**src/height_to_normal_map_defines.svh**
```systemverilog
// assertion macros for the height to normal map block
// no dependencies; included by the top level only
`ifndef HEIGHT_TO_NORMAL_MAP_DEFINES_SVH
`define HEIGHT_TO_NORMAL_MAP_DEFINES_SVH
`ifndef SYNTHESIS
`define HNM_ASSERT(lbl, clk, rstn, prop, msg) \
  lbl: assert property (@(posedge clk) disable iff (!rstn) prop) else $error(msg);
`define HNM_ASSERT_IMP(lbl, clk, rstn, ante, cons, msg) \
  lbl: assert property (@(posedge clk) disable iff (!rstn) (ante) |-> (cons)) else $error(msg);
`else
`define HNM_ASSERT(lbl, clk, rstn, prop, msg)
`define HNM_ASSERT_IMP(lbl, clk, rstn, ante, cons, msg)
`endif
`endif

```
**src/hnm_pkg.sv**
```systemverilog
// shared types and constants for the height to normal map block
// no dependencies
package hnm_pkg;

  localparam logic [15:0] ZSCALE = 16'd65025;

  typedef enum logic [10:0] {
    S_IDLE  = 11'b000_0000_0001,
    S_READ  = 11'b000_0000_0010,
    S_SHIFT = 11'b000_0000_0100,
    S_DIFF  = 11'b000_0000_1000,
    S_SUM   = 11'b000_0001_0000,
    S_VVA   = 11'b000_0010_0000,
    S_VVB   = 11'b000_0100_0000,
    S_SQ    = 11'b000_1000_0000,
    S_CMP   = 11'b001_0000_0000,
    S_STORE = 11'b010_0000_0000,
    S_OUT   = 11'b100_0000_0000
  } state_e;

  typedef struct packed {
    logic load;
    logic rd;
    logic shift;
    logic diff;
    logic sum;
    logic vva;
    logic vvb;
    logic sq;
    logic cmp;
    logic store;
  } cmd_t;

  typedef struct packed {
    logic produce;
    logic bit_last;
    logic comp_last;
  } stat_t;

endpackage

```
**src/hnm_ctrl.sv**
```systemverilog
// controller state machine for the height to normal map block
// depends on hnm_pkg
module hnm_ctrl import hnm_pkg::*; (
  input  logic  clk_i,
  input  logic  rst_ni,
  input  logic  in_valid_i,
  input  logic  out_stall_i,
  input  stat_t stat_i,
  output cmd_t  cmd_o,
  output logic  idle_o,
  output logic  out_valid_o
);

  state_e state_q, state_d;

  always_ff @(posedge clk_i or negedge rst_ni) begin
    if (!rst_ni) begin
      state_q <= S_IDLE;
    end else begin
      state_q <= state_d;
    end
  end

  always_comb begin
    state_d = state_q;
    case (state_q)
      S_IDLE:  if (in_valid_i) state_d = S_READ;
      S_READ:  state_d = S_SHIFT;
      S_SHIFT: state_d = stat_i.produce ? S_DIFF : S_IDLE;
      S_DIFF:  state_d = S_SUM;
      S_SUM:   state_d = S_VVA;
      S_VVA:   state_d = S_VVB;
      S_VVB:   state_d = S_SQ;
      S_SQ:    state_d = S_CMP;
      S_CMP:   state_d = stat_i.bit_last ? S_STORE : S_SQ;
      S_STORE: state_d = stat_i.comp_last ? S_OUT : S_VVA;
      S_OUT:   if (!out_stall_i) state_d = S_IDLE;
      default: state_d = S_IDLE;
    endcase
  end

  always_comb begin
    cmd_o       = '0;
    cmd_o.load  = (state_q == S_IDLE) && in_valid_i;
    cmd_o.rd    = (state_q == S_READ);
    cmd_o.shift = (state_q == S_SHIFT);
    cmd_o.diff  = (state_q == S_DIFF);
    cmd_o.sum   = (state_q == S_SUM);
    cmd_o.vva   = (state_q == S_VVA);
    cmd_o.vvb   = (state_q == S_VVB);
    cmd_o.sq    = (state_q == S_SQ);
    cmd_o.cmp   = (state_q == S_CMP);
    cmd_o.store = (state_q == S_STORE);
  end

  assign idle_o      = (state_q == S_IDLE);
  assign out_valid_o = (state_q == S_OUT);

endmodule

```
**config.mk**
```make
export PLATFORM = sky130hd
export DESIGN_NAME = hnm_ctrl
export DESIGN_NICKNAME = d
export VERILOG_FILES = /design/src/height_to_normal_map_defines.svh /design/src/hnm_pkg.sv /design/src/hnm_ctrl.sv
export SDC_FILE = /design/constraint.sdc
export NUM_CORES = 1
export LEC_CHECK = 0
export BUFFER_PORTS_ARGS = -buffer_cell sky130_fd_sc_hd__buf_2
export CAP_MARGIN = 20
export CORE_MARGIN = 2
export CORE_UTILIZATION = 55
export DETAILED_ROUTE_END_ITERATION = 8
export PLACE_DENSITY_LB_ADDON = 0.1
export SKIP_CTS_REPAIR_TIMING = 1
export SLEW_MARGIN = 20
export SYNTH_ARGS = -nofsm -noshare
export SYNTH_HDL_FRONTEND = slang
export SYNTH_SLANG_ARGS = --single-unit
```
**constraint.sdc**
```tcl
create_clock -name clk_i -period 3.45 [get_ports clk_i]
set_input_delay 0.345 -clock clk_i [delete_from_list [all_inputs] [get_ports clk_i]]
set_output_delay 0.345 -clock clk_i [all_outputs]
set_load 0.02 [all_outputs]
```
Word level (Yosys, flattened, before mapping)
Index checks and enable logic that the tools add are counted. W data, S select, Z words.

Flip-flop bits (word level): 11. Bits of input ports: 7. Output and inout port bits: 12. Logic and storage cells: 22.

Equal/unequal tests: 13. Mux-type cells: 6. Reduce and logical (&&, ||, !) cells: 2.

Operator list (count): $pmux W11 S11 (1); $mux W11 (3); $eq A11 B1 Y1 const B (1); $eq A11 B10 Y1 const B (1); $eq A11 B11 Y1 const B (1); $eq A11 B2 Y1 const B (1); $eq A11 B3 Y1 const B (1); $eq A11 B4 Y1 const B (1); $eq A11 B5 Y1 const B (1); $eq A11 B6 Y1 const B (1); $eq A11 B7 Y1 const B (1); $eq A11 B8 Y1 const B (1); $eq A11 B9 Y1 const B (1); $mux W10 (1); $mux W4 (1); $ne A2 B2 Y1 const B (2); $reduce_and A2 Y1 (1); $logic_and A1 B1 Y1 (1).

Depth between registers and ports, before layout
Gate-level depths: netlist (run 1).

Depth in word-level cells: 3. Depth in mapped cells: 6.

Least setup slack after synthesis (run 1)
OpenSTA, ideal clock, no wires.

Kind: flip-flop to output port. Start point: register state_q[4]. End point: output cmd_o[6] (netlist bit). Arrival: 1.948 ns. Data required time: 3.105 ns. Path slack: 1.157 ns. Stages on the path, launching flop included: 4. Buffers on the path: 0. Cell sequence: dfrtp_1 -> or4_4 -> nor3_1 -> nor4b_1.

RTL lines: start, declared (line hnm_ctrl.sv:14) `state_e state_q, state_d;`; start signal, assigned (line hnm_ctrl.sv:20) `state_q <= state_d;`; end, declared (line hnm_ctrl.sv:9) `output cmd_t cmd_o,`.

==> out/results.txt, run 1 <==
The flow ran to the end, and the final reports show no timing, DRC or antenna violations. By startpoint and endpoint, the worst setup path is classified as reg -> out. The tree is rooted in a clkbuf_4. The run gives 0.00194 ns as the final worst clock skew. The count of inserted antenna diode cells was 0; the final worst-path cycle share was 71.9%. The run gives 0.403 GHz as the highest clock frequency the design can meet. Setup repair after global routing left no endpoint under its margin.

Sequential fraction of the synthesis area: 34.0%. Global routing consumed, over all layers together, 22.7% of the routing resources. The path class of the lowest-slack min-delay path was in -> reg. The met3 wire length was 120 um.

The global-route wire length before repair was 3.06 mm; the yosys synthesis warning count was 0. The average cell area after synthesis is 8.94 um2, and the multiplexer area fraction after synthesis is 1.23%. The total number of H-tree levels is 1.

Summing the areas of all compound-gate instances in the mapped netlist gives 8.77% of the synthesized area. dfrtp_1 takes more of the synthesized area than any other cell. After Yosys synthesis, and, or, nand and nor cells account for 46.2% of the synthesized area. In the final routed layout, each cell accounts on average for 16.0 um. Summing all flip-flop and latch instances after layout gives 277 um2. After Yosys synthesis, full adders, half adders and majority gates account for 0% of the synthesized area.

In the routed design, unresolved DRC markers number 0. The critical path launch point type was a flop. The signed area change from the synthesized netlist to the final layout came out at 11.5%.

The peak fanout along the critical path was 8; the overall die area was 1800 um2. In this run the static leakage power is 0.441 nW. Clock-pin slew was measured on the worst setup and hold paths at 0.07 ns. Fill cells in the final layout number 124. Summing all multi-input logic gate instances after layout gives 474 um2. The initial antenna violation count came out at 0.

In this run, synthesis inferred 0 flip-flops with an integrated enable. The count of final max-slew check failures is 0, and the routed length on met2 is 910 um. TritonCTS built the clock tree. After synthesis, the share of flip-flops with an asynchronous set or reset is 100%. In the routed layout, each cell is associated on average with a via count of 6.30. Setup violations remaining at the end of the flow were counted as 0. The power density over the cells is 573 nW/um2.

Flip-flop count of the largest register after layout: 11. Ranked by total cell area, the synthesized netlist is headed by dfrtp_1 31%, nor2_1 4.6%, dfstp_2 3.2%. The source-to-sink clock delay at the later pin of the worst-skew pair is 0.27 ns. Main combinational cell family by area after synthesis: simple AND/OR/NAND/NOR gates. The largest registers in the layout are state_q: 11 flops. Port buffering added 18 buffers. The height of the die was 42.5 um; the synthesized net count was 98.

The congestion estimate from routability-driven global placement came to 0.810. The CTS sink count is 11. Uppermost layer routed: met4. The run gives 3.11 ns as the required time of the worst setup path. The most used flip-flop cell after synthesis is dfrtp_1. The tools report the routed wire length as 1.92 mm.

The synthesized netlist devotes 2.15% of its cell area to XOR and XNOR gates. Reg2reg setup slack: 1.63 ns. VDD sags by at most 0.468 mV. Max-cap violations in this run came to 0.

After global routing the overflow that remains totals 0. The logs give 649 for the via count of the first global-routing pass and 1330 um2 for the core outline area. In the final timing run, aggregate negative setup slack is 0 ns. The worst setup path is captured at an output port. For the pin with the worst max-slew slack, the measured transition is 0.437 ns. Detailed routing inserted a total of 756 vias. Measured against its own limit, the worst slew margin works out to 70.9%.

Summing all non-filler instances in the final layout gives an area of 907 um2. Counting every instance in the synthesized netlist gives 91. In this run the biggest area consumer among cell types represents 30.8% of the synthesized area. The total of flip-flops plus latches after synthesis was 11. The time the worst path needs with I/O delays and setup was 2.48 ns. For this run, the share of the core covered by cells in the final layout is 68.0%. The first routing iteration left 23 violations. Ranked by instance count, the synthesized netlist is headed by 10 x dfrtp_1, 10 x nor2_1, 5 x nand2_1, 5 x nor3_1. For this block, wires on met1 add up to 862 um. The netlist area before placement is 813 um2. The arrival time at the worst endpoint was 2.14 ns; the total half-perimeter wirelength after legalization and detailed placement was 1.41 mm. No sink is reached through more buffers than the 2 on the longest clock path.

The iteration count of the initial detailed-routing pass was 4. The TritonCTS buffer count is 3, and the chip width is 42.5 um. Count of unique library cells instantiated by Yosys: 39. Initial core utilization: 61.0%. The tightest hold path in the finished design has a slack of 0.277 ns. At the end of the flow, the number of nets in the layout was 113. The logs give 871 um2 for the area after detailed placement and 13 for the pin count of the biggest net entering global routing. In this run the remaining antenna-violating nets after routing total 0.

The final hold violation count was 0; the number of placement rows was 13. Cells with a size suffix above 1 make up 27.6% of the layout. The top-level port count is 19. Counting flops per register, the top entry is state_q.
==> cell usage in the layout, fill, tap and decap left out, types with 3 or more instances in the layout <==
cell / instances
nor3_1: 5
dfrtp_1: 10
clkbuf_4: 3
nor3b_1: 3
and2_1: 4
nand2_1: 5
nand3b_1: 3
inv_1: 3
nor2_1: 10
buf_2: 18
nand2b_1: 4
==> stage by stage <==
step	cells	total power, mW	setup WS [ns]
floorplan	91	0.373	1.16
global placement	115	0.412	1.35
detailed placement	115	0.425	1.28
CTS	119	0.516	0.982
global route	120	0.551	0.892
finish	120	0.520	0.970
==> critical path, stage by stage (launching register included) <==
cell and delay [ns]:
dfrtp_1 0.45, or4_4 0.61, nor4_4 0.19, nor4b_4 0.27, and2_1 0.17, buf_2 0.16
==> power breakdown <==
part           switching, mW  leakage (nW)  internal [mW]
registers             0.0384         0.149          0.148
logic                  0.132         0.277          0.110
clock network         0.0457        0.0150         0.0448
==> cell type report <==
| class | instances | area share (%) |
|---|---|---|
| tap | 15 | 2.07 |
| timing repair buffer | 19 | 11.0 |
| clock buffer | 4 | 2.90 |
| inverter | 3 | 1.24 |
| multi-input combinational | 68 | 52.3 |
| sequential | 11 | 30.5 |
==> routing by layer <==
layer	global-route usage (%)	up-vias
met3	3.02	5
met5	0	-
met2	35.4	29
met4	9.38	0
met1	31.4	363
li1	-	359
==> path summary, 6_finish.rpt <==
kind,from,cells past startpoint,end
setup / recovery,state_q[4],5,cmd_o[9]
hold reg to reg,state_q[6],1,state_q[8]
setup reg to reg,state_q[10],4,state_q[7]
min in group asynchronous,rst_ni,2,state_q[6]
max in group asynchronous,rst_ni,2,state_q[0]
hold / removal,stat_i[1],2,state_q[7]
==> cells by family (layout without fill, tap and decap cells) <==
group / Yosys count / after routing
AOI/OAI and AO/OA: 10 / 10
xor gates and xnor gates: 2 / 2
buffers and inverters: 12 / 26
DFF: 11 / 11
muxes: 1 / 1
and+or+nand+nor: 55 / 55
Note: power is estimated with default switching activity, not from simulation.
==> inputs of run 2 (changes only) <==
--- a/config.mk
+++ b/config.mk
@@ -8,7 +8,7 @@
 export BUFFER_PORTS_ARGS = -buffer_cell sky130_fd_sc_hd__buf_2
 export CAP_MARGIN = 20
 export CORE_MARGIN = 2
-export CORE_UTILIZATION = 55
+export CORE_UTILIZATION = 51
 export DETAILED_ROUTE_END_ITERATION = 8
 export PLACE_DENSITY_LB_ADDON = 0.1
 export SKIP_CTS_REPAIR_TIMING = 1
==> constraint.sdc (replaced) <==
create_clock -name clk_i -period 2.6 [get_ports clk_i]
set_input_delay 0.26 -clock clk_i [delete_from_list [all_inputs] [get_ports clk_i]]
set_output_delay 0.26 -clock clk_i [all_outputs]
set_load 0.02 [all_outputs]
==> out/results.txt, run 2 (synthesized netlist as in run 1, its figures left out) <==
The largest vdd supply drop is 0.395 mV. The startpoint identified for the worst hold timing path is stat_i[1]. Family of cells with the greatest summed delay on the critical path: simple AND/OR/NAND/NOR gates. For this configuration, the core starts out at a cell density of 54.0%. Top-level port count: 19.

For hold timing, the worst endpoint is state_q[7]. Setup repair after global routing left no endpoint under its margin. The worst register-to-register path has a depth of 3. The logs give 1 for the total number of H-tree levels and 0 ns for the sum of negative setup slack.

The die covers 1930 um2. The count of final max-slew check failures was 0. The flip-flop count of the largest register after layout came out at 11.

The HPWL after detailed placement is 1.27 mm. Library cell contributing the largest single delay on the critical path: or4_4. The core outline area was 1510 um2. Entering global routing, the biggest net connects 13 pins.

The largest registers in the layout are state_q: 11 flops. The leading cell type in the layout, fill and taps excluded is buf_2. The logs give 0 for the final hold violation count and 0 for the total overflow reported by the global router. Along the worst path, the maximum fanout reaches 8.

End of the worst register-to-register path: state_q[4]. The first detailed-routing pass took 5 iterations. The leakage power summed over all cells is 0.441 nW, and the final worst-path cycle share is 90.8%. The run gives 0.424 GHz as the highest clock frequency the design can meet. The number of nets in the finished design is 113.

The number of buffers inserted by port buffering works out to 18. The tightest min-delay check is of the in -> reg type. Average wire per cell in the routed design: 14.2 um. The startpoint identified for the worst register-to-register timing path is state_q[4].

The count of vias placed by the detailed router is 733, and the worst-case clock buffer depth is 2. The via count of the first global-routing pass was 631; the chip width was 43.9 um. In the final layout, the share of cells above drive strength 1 is 27.6%. In the layout the commonest cells are 18 x buf_2, 10 x nor2_1, 10 x dfrtp_1. The repair_antennas step left the layout with diodes totalling 0.

The top register by number of flip-flops was state_q. The worst setup path is of the reg -> out kind. The floorplan step set the die height to 43.9 um.

The reg2reg setup slack was 0.80 ns. Buffers inserted during clock tree synthesis total 3. The flow ran to the end, and the final reports show no timing, DRC or antenna violations. For the pin with the worst max-slew slack, the measured transition is 0.433 ns.

The number of buffers and inverters on the critical path is 1. The root buffer cell chosen for the clock tree is clkbuf_4. The first routing iteration left 22 violations. Once detail routing completed, the nets flagged for antenna violations numbered 0. The tools report the final worst clock skew as 0.000461 ns. TritonCTS built the clock tree.

The number of placement rows was 14; the global-route wire length before repair was 2.95 mm. The logs give 0 for the initial antenna violation count and 0.27 ns for the source-to-sink clock delay at the later pin of the worst-skew pair. The count of unresolved DRC violations after routing was 0; the count of maximum capacitance violations was 0.

The worst setup path is launched from a flop. STA classifies the critical path endpoint as an output port. For the global placer's final weighted congestion, the log shows 0.823. The signal on the critical path passes through or4_4 -> nor4_4 -> nor4b_4 -> and2_1 -> buf_2. Global routing used 20.5% of the available tracks across all layers. For this block, the routed nets add up to 1.72 mm of wire.

After clock tree synthesis, the clock-pin slew on the worst setup and hold paths is 0.08 ns. Final standard cell utilization of the core: 60.3%. Headroom to the max-slew limit came out at 71.2%. The signed area change from the synthesized netlist to the final layout was 11.7%; the time the worst path needs with I/O delays and setup was 2.36 ns. The tree built by TritonCTS fans out to 11 sinks.

Power spread over the standard cell area amounts to 743 nW/um2. Data on the critical path is required at its endpoint by 2.34 ns. STA puts the critical path data arrival time at 2.10 ns.

Using the TritonRoute via totals, the vias-per-cell ratio works out to 6.06. The worst hold path was traced through 2 stages. The total setup violations reported at the end of the flow was 0. The longest individual stage delay on the worst path came out at 0.61 ns.
[run 2: area by class of cell]
cell class	instances	area, um2
clock buffers	4	26.3
flip-flops and latches	11	277
fillers	147	598
inverters	3	11.3
repair buffers	19	100
well taps	16	20.0
multi-input cells	68	474
[run 2: worst max path at each step]
stage	depth (start not counted)	slack [ns]	from	endpoint
after global placement	5	0.57	state_q[4]	cmd_o[9]
after global routing	4	0.07	state_q[4]	cmd_o[6]
after detailed placement	5	0.54	state_q[4]	cmd_o[9]
final	5	0.24	state_q[4]	cmd_o[9]
after floorplan	3	0.39	state_q[4]	cmd_o[6]
after CTS	5	0.24	state_q[4]	cmd_o[9]
[run 2: power breakdown]
part / total, mW / internal, mW / switching [mW]
Combinational: 0.304 / 0.146 / 0.158
Clock: 0.124 / 0.0594 / 0.0642
Sequential: 0.247 / 0.197 / 0.0509
[run 2: worst reg2reg max path, cell delays in order (launching register included)]
cell	delay, ns
dfrtp_1	0.46
or4_4	0.61
nor3_1	0.26
nor4b_1	0.36
[run 2: per-layer routing]
layer / GRT usage (%) / share of wire [%] / vias up
met4: 6.06 / 0.52 / 0
met1: 31.7 / 50 / 341
li1: - / - / 359
met5: 0 / 0 / -
met3: 4.58 / 5.7 / 4
met2: 28.2 / 44 / 29
[run 2: through the flow]
step	instances	instance area, um2	worst slack [ns]	total power, mW	hold slack (ns)
after floorplan	91	813	0.392	0.495	-0.0356
after global placement	116	872	0.575	0.550	0.150
after detailed placement	116	872	0.542	0.553	0.148
after CTS	120	898	0.235	0.676	-0.146
after global routing	121	908	0.0731	0.731	0.173
final	121	908	0.240	0.675	0.178
